**src/rtl/rcv_pkg.sv**
```systemverilog
`timescale 1ns / 1ps

package rcv_pkg;

	localparam logic [31:0] CRC_POLY       = 32'hEDB8_8320;
	localparam logic [31:0] CRC_INIT       = 32'hFFFF_FFFF;
	localparam logic [2:0]  CHECKSUM_BYTES = 3'd4;

	typedef struct packed {
		logic [7:0] data_byte;
		logic       record_end;
	} rcv_item_t;

	typedef struct packed {
		logic [31:0] crc_value;
		logic        checksum_match;
		logic        record_short;
	} rcv_result_t;

	// Reflected CRC-32, one byte, LSB first.
	function automatic logic [31:0] crc_byte(input logic [31:0] crc, input logic [7:0] data);
		logic [31:0] c;
		c = crc ^ {24'd0, data};
		for (int k = 0; k < 8; k++) begin
			if (c[0]) begin
				c = (c >> 1) ^ CRC_POLY;
			end else begin
				c = c >> 1;
			end
		end
		return c;
	endfunction

endpackage

```
**src/rtl/rcv_channels.sv**
```systemverilog
`timescale 1ns / 1ps

interface rcv_byte_if;
	logic       valid;
	logic       ready;
	logic [7:0] data_byte;
	logic       record_end;

	modport source (output valid, output data_byte, output record_end, input ready);
	modport sink   (input valid, input data_byte, input record_end, output ready);
endinterface

interface rcv_result_if;
	logic        valid;
	logic        ready;
	logic [31:0] crc_value;
	logic        checksum_match;
	logic        record_short;

	modport source (output valid, output crc_value, output checksum_match,
		output record_short, input ready);
	modport sink   (input valid, input crc_value, input checksum_match,
		input record_short, output ready);
endinterface

```
**src/rtl/rcv_in_stage.sv**
```systemverilog
`timescale 1ns / 1ps

module rcv_in_stage (
	input  logic              clk,
	input  logic              arst_n,
	input  logic              in_valid,
	output logic              in_ready,
	input  rcv_pkg::rcv_item_t in_item,
	output logic              valid_s1,
	input  logic              take_s1,
	output rcv_pkg::rcv_item_t item_s1
);
	import rcv_pkg::*;

	logic v_s1;

	assign in_ready = !v_s1 || take_s1;
	assign valid_s1 = v_s1;

	always_ff @(posedge clk or negedge arst_n) begin
		if (!arst_n) begin
			v_s1 <= 1'b0;
		end else if (in_ready) begin
			v_s1 <= in_valid;
		end
	end

	always_ff @(posedge clk) begin
		if (in_ready && in_valid) begin
			item_s1 <= in_item;
		end
	end

endmodule

```
**src/rtl/rcv_core.sv**
```systemverilog
`timescale 1ns / 1ps

module rcv_core (
	input  logic                clk,
	input  logic                arst_n,
	input  logic                valid_s1,
	output logic                take_s1,
	input  rcv_pkg::rcv_item_t   item_s1,
	output logic                res_valid,
	input  logic                res_ready,
	output rcv_pkg::rcv_result_t res
);
	import rcv_pkg::*;

	logic [31:0] crc_q;
	logic [31:0] stored_q;
	logic [2:0]  hdr_pos_q;
	logic        res_valid_q;
	rcv_result_t res_q;

	logic [31:0] crc_nx;
	logic [31:0] stored_nx;
	logic [2:0]  hdr_pos_nx;
	logic        in_header;
	logic        out_free;
	logic        fire;
	rcv_result_t res_nx;

	assign in_header = hdr_pos_q < CHECKSUM_BYTES;
	assign out_free  = !res_valid_q || res_ready;
	// a non-final word never needs the result register
	assign take_s1   = !item_s1.record_end || out_free;
	assign fire      = valid_s1 && take_s1;

	always_comb begin
		crc_nx     = crc_q;
		stored_nx  = stored_q;
		hdr_pos_nx = hdr_pos_q;
		if (in_header) begin
			case (hdr_pos_q[1:0])
				2'd0: stored_nx[7:0]   = item_s1.data_byte;
				2'd1: stored_nx[15:8]  = item_s1.data_byte;
				2'd2: stored_nx[23:16] = item_s1.data_byte;
				2'd3: stored_nx[31:24] = item_s1.data_byte;
				default: stored_nx = stored_q;
			endcase
			hdr_pos_nx = hdr_pos_q + 3'd1;
		end else begin
			crc_nx = crc_byte(crc_q, item_s1.data_byte);
		end
		res_nx.crc_value      = ~crc_nx;
		res_nx.record_short   = hdr_pos_nx < CHECKSUM_BYTES;
		res_nx.checksum_match = !res_nx.record_short && (stored_nx == ~crc_nx);
	end

	always_ff @(posedge clk or negedge arst_n) begin
		if (!arst_n) begin
			crc_q       <= CRC_INIT;
			stored_q    <= '0;
			hdr_pos_q   <= '0;
			res_valid_q <= 1'b0;
		end else begin
			if (fire && item_s1.record_end) begin
				crc_q     <= CRC_INIT;
				stored_q  <= '0;
				hdr_pos_q <= '0;
			end else if (fire) begin
				crc_q     <= crc_nx;
				stored_q  <= stored_nx;
				hdr_pos_q <= hdr_pos_nx;
			end
			if (out_free) begin
				res_valid_q <= fire && item_s1.record_end;
			end
		end
	end

	always_ff @(posedge clk) begin
		if (out_free && fire && item_s1.record_end) begin
			res_q <= res_nx;
		end
	end

	assign res_valid = res_valid_q;
	assign res       = res_q;

endmodule

```
**src/rtl/record_crc32_verifier.sv**
```systemverilog
`timescale 1ns / 1ps
// Path: a final word passes the input register, then the result register,
// where its result is held until taken.
// Throughput: one word per cycle; the CRC byte update is an 8-step unrolled
// shift/xor between the input register and the result register. A final word
// waits in the input register only while a result is held; other words pass.
// Reset (arst_n low, asynchronous): CRC all ones, stored checksum and header
// count zero, no result pending. A record's end resets the first three.
module record_crc32_verifier (
	input logic         clk,
	input logic         arst_n,
	rcv_byte_if.sink    rec_bytes,
	rcv_result_if.source result
);
	import rcv_pkg::*;

	rcv_item_t   in_item;
	rcv_item_t   item_s1;
	rcv_result_t res;
	logic        valid_s1;
	logic        take_s1;
	logic        in_ready;

	assign in_item.data_byte  = rec_bytes.data_byte;
	assign in_item.record_end = rec_bytes.record_end;
	assign rec_bytes.ready    = in_ready;

	rcv_in_stage u_in (
		.clk      (clk),
		.arst_n   (arst_n),
		.in_valid (rec_bytes.valid),
		.in_ready (in_ready),
		.in_item  (in_item),
		.valid_s1 (valid_s1),
		.take_s1  (take_s1),
		.item_s1  (item_s1)
	);

	rcv_core u_core (
		.clk       (clk),
		.arst_n    (arst_n),
		.valid_s1  (valid_s1),
		.take_s1   (take_s1),
		.item_s1   (item_s1),
		.res_valid (result.valid),
		.res_ready (result.ready),
		.res       (res)
	);

	assign result.crc_value      = res.crc_value;
	assign result.checksum_match = res.checksum_match;
	assign result.record_short   = res.record_short;

endmodule

```
**src/flat_wrapper.sv**
```systemverilog
// flat-port wrapper written by rule: the top's interface ports become plain ports
module record_crc32_verifier_flat import rcv_pkg::*;
  (clk, arst_n, rec_bytes_valid, rec_bytes_data_byte, rec_bytes_record_end, rec_bytes_ready, result_valid, result_crc_value, result_checksum_match, result_record_short, result_ready);
  rcv_byte_if rec_bytes_i ();
  rcv_result_if result_i ();
  input logic clk;
  input logic arst_n;
  input wire logic [$bits(rec_bytes_i.valid)-1:0] rec_bytes_valid;
  input wire logic [$bits(rec_bytes_i.data_byte)-1:0] rec_bytes_data_byte;
  input wire logic [$bits(rec_bytes_i.record_end)-1:0] rec_bytes_record_end;
  output wire logic [$bits(rec_bytes_i.ready)-1:0] rec_bytes_ready;
  output wire logic [$bits(result_i.valid)-1:0] result_valid;
  output wire logic [$bits(result_i.crc_value)-1:0] result_crc_value;
  output wire logic [$bits(result_i.checksum_match)-1:0] result_checksum_match;
  output wire logic [$bits(result_i.record_short)-1:0] result_record_short;
  input wire logic [$bits(result_i.ready)-1:0] result_ready;
  assign rec_bytes_i.valid = rec_bytes_valid;
  assign rec_bytes_i.data_byte = rec_bytes_data_byte;
  assign rec_bytes_i.record_end = rec_bytes_record_end;
  assign rec_bytes_ready = rec_bytes_i.ready;
  assign result_valid = result_i.valid;
  assign result_crc_value = result_i.crc_value;
  assign result_checksum_match = result_i.checksum_match;
  assign result_record_short = result_i.record_short;
  assign result_i.ready = result_ready;
  record_crc32_verifier u_core (.clk(clk), .arst_n(arst_n), .rec_bytes(rec_bytes_i), .result(result_i));
endmodule
```
**config.mk**
```make
export PLATFORM = sky130hd
export DESIGN_NAME = record_crc32_verifier_flat
export DESIGN_NICKNAME = d
export VERILOG_FILES = /design/src/rtl/rcv_pkg.sv /design/src/rtl/rcv_channels.sv /design/src/rtl/rcv_in_stage.sv /design/src/rtl/rcv_core.sv /design/src/rtl/record_crc32_verifier.sv /design/src/flat_wrapper.sv
export SDC_FILE = /design/constraint.sdc
export NUM_CORES = 1
export LEC_CHECK = 0
export ABC_AREA = 1
export BUFFER_PORTS_ARGS = -buffer_cell sky130_fd_sc_hd__buf_2
export CAP_MARGIN = 20
export CORE_UTILIZATION = 60
export DETAILED_ROUTE_END_ITERATION = 7
export PLACE_DENSITY = 0.86
export SYNTH_ARGS = -nofsm -noshare
export SYNTH_HDL_FRONTEND = slang
export SYNTH_SLANG_ARGS = --single-unit
```
**constraint.sdc**
```tcl
create_clock -name clk -period 5.6 [get_ports clk]
set_input_delay 0.28 -clock clk [delete_from_list [all_inputs] [get_ports clk]]
set_output_delay 0.28 -clock clk [all_outputs]
set_load 0.1 [all_outputs]
```
==> results.sh, run 1 <==
export IMPL_status="finished clean"
export IMPL_max_slew_margin_rel_pct=38.2
export IMPL_yosys_top_cells_count="432 x nand2_1, 144 x inv_1, 105 x nand3_1"
export IMPL_drc_errors=0
export IMPL_crit_cells=10
export IMPL_use_met3_pct=8.54
export IMPL_cp_slowest_cell="clkinv_1"
export IMPL_grt_overflow_total=0
export IMPL_met2_usage_pct=56.8
export IMPL_drt_iter0_markers=1000
export IMPL_endpoint_kind="flip-flop"
export IMPL_fp_row_count=39
export IMPL_worst_pin_slew_ns=0.927
export IMPL_crit_path_end="u_core.u_core.crc_q[19]"
export IMPL_ir_drop_uv=312
export IMPL_crit_type="reg -> reg"
export IMPL_nets=1057
export IMPL_ant_nets=0
export IMPL_grt_pass1_vias=6305
export IMPL_core_area_mm2=0.0114
export IMPL_power_leakage_nw=4.20
export IMPL_grt_use_met1_pct=46.5
export IMPL_syn_nets=1023
export IMPL_clk_pin_slew_ns=0.08
export IMPL_fin_crit_sh_pct=55.0
export IMPL_synth_ff_type="edfxtp_1"
export IMPL_clock_sinks=112
export IMPL_synth_area_leaders="nand2_1 23%, edfxtp_1 18%, dfrtp_1 13%"
export IMPL_seq_area_frac_synth_pct=43.8
export IMPL_htree_levels=3
export IMPL_clkLatencyLatePin_ns=0.38
export IMPL_setup_tns_ns=0
export IMPL_slowest_delay_ns=0.69
export IMPL_yosysTopAreaCell="nand2_1"
export IMPL_crit_family="buffers and inverters"
export IMPL_n_fill_cell=963
export IMPL_arrival_ns=3.39
export IMPL_place_inst=1172
export IMPL_syn_avg_cell_area_um2=6.94
export IMPL_area_delta_synth_final_pct=8.78
export IMPL_routed_via_density=5.87
export IMPL_grt_usage_pct=36.4
export IMPL_finalSetupViolations=0
export IMPL_cap_violations=0
export IMPL_busiest_layer="met2"
export IMPL_synth_top_area_share_pct=23.2
export IMPL_synth_edf_count=43
export IMPL_ff2ff_setup_slack_ns=2.52
export IMPL_finalNonFillerCells=1188
export IMPL_cts_repair_resized=0
export IMPL_grt_pass1_wl_um=32100
export IMPL_wirelength_um=20300
export IMPL_routabilityCongestion=0.964
export IMPL_die_area_mm2=0.0121
export IMPL_dr_pass1_iters=6
export IMPL_cts_tree="done"
export IMPL_fin_skew_ns=0.0127
export IMPL_die_w_um=110
export IMPL_yosysWarnings=0
export IMPL_antenna_found_initial=1
export IMPL_cts_hold_buf=0
export IMPL_cts_made_buffers=9
export IMPL_fin_util_pct=66.8
export IMPL_min_period_ns=3.08
export IMPL_placed_cell_area_mm2=0.00730
export IMPL_vias=6973
export IMPL_cp_max_fo=32
export IMPL_async_reset_ff_share_pct=61.6
export IMPL_syn_inst=1006
export IMPL_diodes=0
export IMPL_cp_required_ns=5.91
export IMPL_initial_core_util_pct=61.4
export IMPL_io_pins=49
export IMPL_reg2reg_to="u_core.u_core.crc_q[19]"
export IMPL_synth_most_common_cell="nand2_1"
export IMPL_crit_path_start_kind="flip-flop"
export IMPL_rsz0062_at_grt="no"
export IMPL_place_hpwl_um=14200
export IMPL_drive_gt1_share_pct=12.4
export IMPL_crit_buf_inv=5
export IMPL_power_density_mw_per_mm2=350
export IMPL_cp_startpoint="u_core.u_core.res_valid"
export IMPL_port_buffers=48
export IMPL_fmax_mhz=325
export IMPL_grt_start_max_net_pins=70
export IMPL_cts_buffer_depth=2
export IMPL_final_hold_viol_count=0
export IMPL_fin_area_mm2=0.00759
export IMPL_root_buffer="clkbuf_16"
export IMPL_drv_slew=0
export IMPL_cts_setup_buffers=0
export IMPL_die_y_um=110
export IMPL_ys_types=29
export IMPL_wl_per_cell_um=17.0
export IMPL_synth_seq_cells=112
export IMPL_reg2reg_depth=10
export IMPL_min_path_type="in -> reg"
export IMPL_cp_cell_sequence="inv_1, nor2_1, nand2_1, nand2_1, nor2_1, buf_4, clkinv_1, buf_4, o22ai_1, inv_1"
export IMPL_syn_cell_area_mm2=0.00698
export IMPL_worstReg2RegStart="u_core.u_core.res_valid"
where the power goes:
part	switching [mW]	internal, mW	leakage, nW	total, mW
Sequential	0.0482	0.957	1.25	1.01
Combinational	0.728	0.260	2.81	0.988
Clock	0.309	0.353	0.142	0.662
routing by layer:
| metal | up-vias | share of wire, % |
|---|---|---|
| met5 | - | 0 |
| met4 | 0 | 5.3 |
| met3 | 97 | 12 |
| met2 | 453 | 45 |
| met1 | 3160 | 38 |
| li1 | 3263 | - |
layout make-up:
class,instances,area (um2),area share [%]
sequential,112,3060,40.3
timing repair buffer,54,285,3.76
clock buffer,11,233,3.06
multi-input combinational,710,3200,42.1
tap,143,179,2.36
inverter,153,577,7.59
clock inverter,5,66.3,0.873
cell usage in the layout, fill, tap and decap left out, types with 23 or more instances in the layout:
cell type / instances
nor2_1: 23
nand2_1: 432
dfstp_2: 32
inv_1: 144
o22ai_1: 44
nand3_1: 105
buf_2: 48
edfxtp_1: 43
o21ai_0: 47
dfrtp_1: 37
worst reg2reg max path, cell delays in order, from the launching register on:
cell	delay [ns]
dfrtp_1	0.37
inv_1	0.07
nor2_1	0.05
nand2_1	0.05
nand2_1	0.49
nor2_1	0.25
buf_4	0.26
clkinv_1	0.69
buf_4	0.53
o22ai_1	0.19
inv_1	0.07
metrics by stage:
stage	setup slack, ns	total power, mW	hold slack [ns]
final	2.52	2.66	0.0802
after floorplan	2.90	1.73	-0.0156
after global routing	2.32	2.79	0.0734
after CTS	2.66	2.63	0.0708
after detailed placement	2.68	1.97	0.459
after global placement	2.72	1.94	0.456
worst min-delay path by stage:
stage          cells past startpoint  slack, ns                    endpoint              startpoint
5_1_grt                            1       0.07      u_core.u_in.item_s1[6]  rec_bytes_data_byte[5]
4_1_cts                            1       0.07      u_core.u_in.item_s1[6]  rec_bytes_data_byte[5]
2_1_floorplan                      0      -0.02  u_core.u_core.hdr_pos_q[0]                  arst_n
3_3_place_gp                       1       0.46      u_core.u_in.item_s1[2]  rec_bytes_data_byte[1]
6_report                           1       0.08      u_core.u_in.item_s1[3]  rec_bytes_data_byte[2]
3_5_place_dp                       1       0.46      u_core.u_in.item_s1[2]  rec_bytes_data_byte[1]
cells by family (layout without fill, tap and decap cells):
family,Yosys count,in the layout,share of synthesized area (%)
AO/OA/AOI/OAI,102,102,8.35
XOR/XNOR,7,7,0.878
adder cells (fa/ha/maj),4,4,0.717
flip-flops,112,112,43.8
AND/OR/NAND/NOR,597,597,35.8
buffers and inverters,184,223,10.4
state kept, by name (all words and copies together) (netlist names):
register	cells
u_core.u_in.item_s1	9
u_core.u_core.res_valid	1
u_core.u_core.hdr_pos_q	3
u_core.u_in.valid_s1	1
u_core.u_core.res	34
u_core.u_core.stored_q	32
u_core.u_core.crc_q	32
Note: power is estimated with default switching activity, not from simulation.
==> run 2, diff against run 1 <==
- ABC_AREA: 1 -> 0
- CORE_UTILIZATION: 60 -> 55
- PLACE_DENSITY: 0.86 -> 0.84
- clock period: 5.6 -> 2.8 ns (I/O delays scaled with it)
==> results.sh, run 2 <==
export IMPL_vias=5667
export IMPL_area_delta_synth_final_pct=29.2
export IMPL_worst_pin_slew_ns=1.05
export IMPL_drt_iter0_markers=636
export IMPL_wl_per_cell_um=24.9
export IMPL_finalSetupViolations=1
export IMPL_cts_buffer_depth=2
export IMPL_syn_nets=631
export IMPL_fin_crit_sh_pct=102
export IMPL_hold_ws_ns=0.105
export IMPL_ant_nets=0
export IMPL_power_leakage_nw=3.64
export IMPL_port_buffers=48
export IMPL_antenna_found_initial=1
export IMPL_die_y_um=112
export IMPL_min_period_ns=2.85
export IMPL_place_inst=873
export IMPL_drc_errors=6
export IMPL_status="finished with violations"
export IMPL_ys_types=53
export IMPL_place_hpwl_um=16800
export IMPL_final_hold_viol_count=0
export IMPL_arrival_ns=3.05
export IMPL_cp_max_fo=5
export IMPL_power_density_mw_per_mm2=809
export IMPL_htree_levels=3
export IMPL_fin_ws_ns=-0.0500
export IMPL_synth_area_leaders="edfxtp_1 19%, dfrtp_1 14%, dfstp_2 13%"
export IMPL_die_area_mm2=0.0126
export IMPL_synth_top_area_share_pct=19.4
export IMPL_grt_pass1_vias=5707
export IMPL_cp_required_ns=3.00
export IMPL_yosysTopAreaCell="edfxtp_1"
export IMPL_max_slew_margin_rel_pct=29.7
export IMPL_rsz0062_at_grt="yes"
export IMPL_seq_area_frac_synth_pct=45.8
export IMPL_grt_usage_pct=37.9
export IMPL_largest_reg_flops=34
export IMPL_grt_start_max_net_pins=41
export IMPL_grt_pass1_wl_um=34300
export IMPL_drive_gt1_share_pct=35.6
export IMPL_core_area_mm2=0.0116
export IMPL_synth_seq_cells=112
export IMPL_initial_core_util_pct=57.4
export IMPL_crit_type="reg -> reg"
export IMPL_yosysWarnings=0
export IMPL_die_w_um=112
export IMPL_synth_most_common_cell="xnor2_1"
export IMPL_routed_via_density=6.15
export IMPL_power_total_mw=6.97
export IMPL_nets=790
export IMPL_endpoint_kind="flip-flop"
export IMPL_fin_skew_ns=0.0120
export IMPL_wirelength_um=23000
export IMPL_syn_avg_cell_area_um2=10.9
export IMPL_cap_violations=0
export IMPL_clk_pin_slew_ns=0.08
export IMPL_crit_path_start_kind="flip-flop"
export IMPL_grt_overflow_total=0
export IMPL_io_pins=49
export IMPL_root_buffer="clkbuf_16"
export IMPL_finalNonFillerCells=922
export IMPL_clock_sinks=112
export IMPL_fp_row_count=39
export IMPL_cts_made_buffers=9
export IMPL_ir_drop_uv=619
export IMPL_clkLatencyLatePin_ns=0.37
export IMPL_yosys_top_cells_count="63 x xnor2_1, 55 x mux2i_1, 52 x nor2_1"
export IMPL_min_path_type="in -> reg"
export IMPL_slowest_delay_ns=0.59
export IMPL_cp_slowest_cell="dfstp_2"
export IMPL_violations="DRC, setup timing"
export IMPL_async_reset_ff_share_pct=61.6
export IMPL_cts_tree="done"
export IMPL_synth_edf_count=43
export IMPL_cp_cell_sequence="xnor2_4, buf_12, buf_12, xnor2_4, xnor2_1, buf_4, xor2_1, nor4_2, o2111ai_1, o41a_1, nor4_2"
export IMPL_syn_inst=614
export IMPL_dr_pass1_iters=7
export IMPL_routabilityCongestion=0.995
export IMPL_dp_slack_ns=-0.385
export IMPL_final_cell_mix="125 x buf_4, 54 x xnor2_1, 53 x mux2i_1, 51 x nor2_1, 48 x buf_2"
export IMPL_drv_slew=0
export IMPL_fmax_mhz=351
export IMPL_syn_cell_area_mm2=0.00667
export IMPL_final_common_cell="buf_4"
export IMPL_fin_util_pct=74.2
export IMPL_synth_ff_type="edfxtp_1"
-- run 2: changes by cell type in the layout (fill, tap and decap cells not counted), sizes merged, moves of 8 or more --
cell	delta
nand2	-411
inv	-141
buf	+125
nand3	-106
xnor2	+75
mux2i	+55
a21oi	+42
o22ai	-36
nor2	+29
a22oi	+28
xor2	+23
o21ai	-16
dlygate4sd3	+11
nand3b	-8
-- run 2: worst paths after layout --
kind,depth (start not counted),end,slack (ns),start
max reg2reg,11,u_core.u_core.res[1],-0.05,u_core.u_core.crc_q[0]
max in group asynchronous,3,u_core.u_core.crc_q[30],1.75,arst_n
min,4,u_core.u_in.valid_s1,0.11,result_ready
min reg2reg,2,u_core.u_core.stored_q[9],0.51,u_core.u_core.stored_q[9]
min in group asynchronous,2,u_core.u_in.valid_s1,0.35,arst_n
max,11,u_core.u_core.res[1],-0.05,u_core.u_core.crc_q[0]
-- run 2: power breakdown --
part	switching (mW)	internal, mW
Sequential	0.337	1.99
Combinational	1.82	1.59
Clock	0.625	0.614
-- run 2: logic make-up (layout without fill, tap and decap cells) --
| kind of cell | after synthesis | after routing | share of synthesized area, % |
|---|---|---|---|
| other cells | 0 | 1 | 0 |
| mux | 58 | 58 | 8.76 |
| buf+inv | 51 | 215 | 3.11 |
| xor+xnor | 113 | 113 | 18.8 |
| simple gates | 126 | 126 | 8.40 |
| fa+ha+maj | 4 | 4 | 0.750 |
| compound gates | 150 | 150 | 14.3 |
| flops | 112 | 112 | 45.8 |
-- run 2: worst max-delay path: cells and delay by family (launching register included) --
| kind | cells | cell delay [ns] |
|---|---|---|
| AOI/OAI and AO/OA | 2 | 0.59 |
| xor gates and xnor gates | 4 | 0.51 |
| buffers and inverters | 3 | 0.44 |
| and+or+nand+nor | 2 | 0.53 |
| DFF | 1 | 0.59 |
-- run 2: timing repair --
action / in CTS / in global routing
setup buffers: 15 / 6
pin swaps: 14 / 9
resized for setup: 27 / 11
endpoints found under the setup margin: 1 / 1
hold buffers: 11 / 0
gates cloned: 0 / 0
hold endpoints to repair: 17 / 0
-- run 2: cell type report --
class	count	area [um2]
multi-input combinational	451	3660
sequential	112	3060
fill	809	3000
timing repair buffer	190	1400
clock buffer	9	225
tap	143	179
clock inverter	7	55.1
inverter	9	33.8
antenna	1	2.50
-- run 2: metal layers --
metal | GRT usage [%] | vias up | share of wire (%) | wire length (um)
met5 | 0.392 | - | 0 | 0
li1 | - | 2500 | - | -
met4 | 20.0 | 0 | 5.3 | 1230
met1 | 49.3 | 2782 | 40 | 9110
met3 | 8.37 | 71 | 9.0 | 2070
met2 | 59.6 | 314 | 46 | 10600
-- run 2: through the flow --
step / area [um2] / setup TNS, ns
floorplan: 6680 / -0.0281
global placement: 7790 / -0.332
detailed placement: 7790 / -0.385
CTS: 8470 / 0
global route: 8620 / -0.193
finish: 8620 / -0.0500
==> run 3, diff against run 2 <==
- CORE_MARGIN: default -> 5
==> results.sh, run 3 (synthesized netlist as in run 2, its figures left out) <==
export IMPL_status="finished with violations"
export IMPL_violations="setup timing"
export IMPL_swShare_pct=39.9
export IMPL_endpoint_kind="flip-flop"
export IMPL_ff2ff_setup_slack_ns=-0.04
export IMPL_power_leakage_nw=3.60
export IMPL_drive_gt1_share_pct=36.7
export IMPL_p_int_mw=4.19
export IMPL_p_sw_mw=2.78
export IMPL_root_buffer="clkbuf_16"
export IMPL_ant_nets=0
export IMPL_vias=5654
export IMPL_cp_slowest_cell="edfxtp_1"
export IMPL_wirelength_um=22200
export IMPL_cap_violations=0
export IMPL_arrival_ns=3.03
export IMPL_dr_pass1_iters=6
export IMPL_die_y_um=120
export IMPL_core_area_mm2=0.0120
export IMPL_cts_buffer_depth=2
export IMPL_grt_usage_pct=31.1
export IMPL_fin_crit_sh_pct=101
export IMPL_final_hold_viol_count=0
export IMPL_cp_required_ns=3.00
export IMPL_crit_type="reg -> reg"
export IMPL_die_area_mm2=0.0144
export IMPL_cp_cell_sequence="xnor2_4, xnor2_2, buf_6, xnor2_4, buf_6, xor2_2, xnor2_1, o22ai_1, o41a_1, nor4_2"
export IMPL_route_met2_wl_um=10400
export IMPL_slowest_delay_ns=0.54
export IMPL_drt_iter0_markers=595
export IMPL_grt_pass1_vias=5676
export IMPL_nets=786
export IMPL_drc_errors=0
export IMPL_fin_area_mm2=0.00863
export IMPL_place_hpwl_um=16300
export IMPL_routabilityCongestion=1.00
export IMPL_fmax_mhz=353
export IMPL_clkLatencyLatePin_ns=0.36
export IMPL_power_share_combinational_pct=49.5
export IMPL_seqPwrFrac_pct=33.3
export IMPL_min_path_type="in -> reg"
export IMPL_port_buffers=48
export IMPL_initial_core_util_pct=55.8
export IMPL_routed_via_density=6.14
export IMPL_crit_path_start_kind="flip-flop"
export IMPL_diodes=0
export IMPL_wl_met3_um=1810
export IMPL_cts_tree="done"
export IMPL_area_delta_synth_final_pct=29.4
export IMPL_htree_levels=3
export IMPL_io_pins=49
export IMPL_grt_pass1_wl_um=33400
export IMPL_fin_util_pct=72.2
export IMPL_cts_made_buffers=9
export IMPL_ir_drop_uv=533
export IMPL_max_slew_margin_rel_pct=46.0
export IMPL_power_density_mw_per_mm2=807
export IMPL_final_common_cell="buf_4"
export IMPL_top_layer="met4"
export IMPL_antenna_found_initial=0
export IMPL_drv_slew=0
export IMPL_wl_per_cell_um=24.1
export IMPL_worst_pin_slew_ns=0.809
export IMPL_placed_cell_area_mm2=0.00771
export IMPL_die_w_um=120
export IMPL_rsz0062_at_grt="yes"
export IMPL_cp_max_fo=5
export IMPL_final_cell_mix="116 x buf_4, 55 x xnor2_1, 51 x nor2_1, 48 x mux2i_1, 48 x buf_2"
export IMPL_finalSetupViolations=1
export IMPL_clk_pin_slew_ns=0.07
export IMPL_largest_reg_flops=34
export IMPL_fin_skew_ns=0.00957
export IMPL_grt_start_max_net_pins=40
export IMPL_pwr_share_clk_pct=17.2
export IMPL_fp_row_count=40
export IMPL_fin_ws_ns=-0.0355
export IMPL_dp_slack_ns=-0.224
export IMPL_min_period_ns=2.84
export IMPL_clock_sinks=112
export IMPL_wl_met1_um=9100
export IMPL_grt_overflow_total=0
==> run 3: path summary, 6_finish.rpt <==
path                                               to                       start  depth (start not counted)
max reg2reg                      u_core.u_core.res[1]      u_core.u_in.item_s1[2]                         10
min                              u_core.u_in.valid_s1                result_ready                          4
min reg2reg                u_core.u_core.stored_q[10]  u_core.u_core.stored_q[10]                          2
min in group asynchronous  u_core.u_core.stored_q[27]                      arst_n                          2
max in group asynchronous     u_core.u_core.crc_q[30]                      arst_n                          3
max                              u_core.u_core.res[1]      u_core.u_in.item_s1[2]                         10
==> run 3: power groups by stage <==
stage | logic [mW] | clock network [mW] | registers [mW]
detailed placement | 2.96 | 0 | 2.33
global placement | 2.93 | 0 | 2.31
finish | 3.45 | 1.20 | 2.32
floorplan | 1.73 | 0 | 2.44
global route | 3.64 | 1.30 | 2.34
CTS | 3.11 | 1.22 | 2.30
==> run 3: cell type report <==
type / instances / area (um2)
clock buffers: 10 / 229
clock inverters: 6 / 46.3
fillers: 837 / 3330
inverters: 9 / 33.8
multi-input cells: 451 / 3730
flip-flops and latches: 112 / 3060
well taps: 147 / 184
repair buffers: 186 / 1350
==> run 3: critical path, delay by kind of cell (launching register included) <==
kind,cells,cell delay (ns)
compound gates,2,0.58
xor+xnor,5,1.01
buf+inv,2,0.30
flops,1,0.54
simple gates,1,0.24
==> run 3: repair_timing <==
action	in CTS	in global routing
endpoints found under the setup margin	1	1
hold buffers	11	0
endpoints found under the hold margin	18	0
pin swaps	10	23
resized for setup	17	44
setup buffers	10	15
==> run 3: per-layer routing <==
layer / GRT usage [%] / vias to the layer above
li1: - / 2491
met1: 40.4 / 2811
met2: 49.8 / 296
met3: 8.15 / 56
met4: 12.3 / 0
met5: 0 / -
==> run 3: stage by stage <==
stage / std cells / TNS (ns) / hold WS, ns / total power [mW]
2_1_floorplan: 614 / -0.0281 / -0.156 / 4.17
3_3_place_gp: 869 / -0.231 / 0.151 / 5.25
3_5_place_dp: 869 / -0.224 / 0.158 / 5.29
4_1_cts: 906 / 0 / 0.0830 / 6.62
5_1_grt: 921 / -0.119 / 0.119 / 7.28
6_report: 921 / -0.0355 / 0.0967 / 6.97
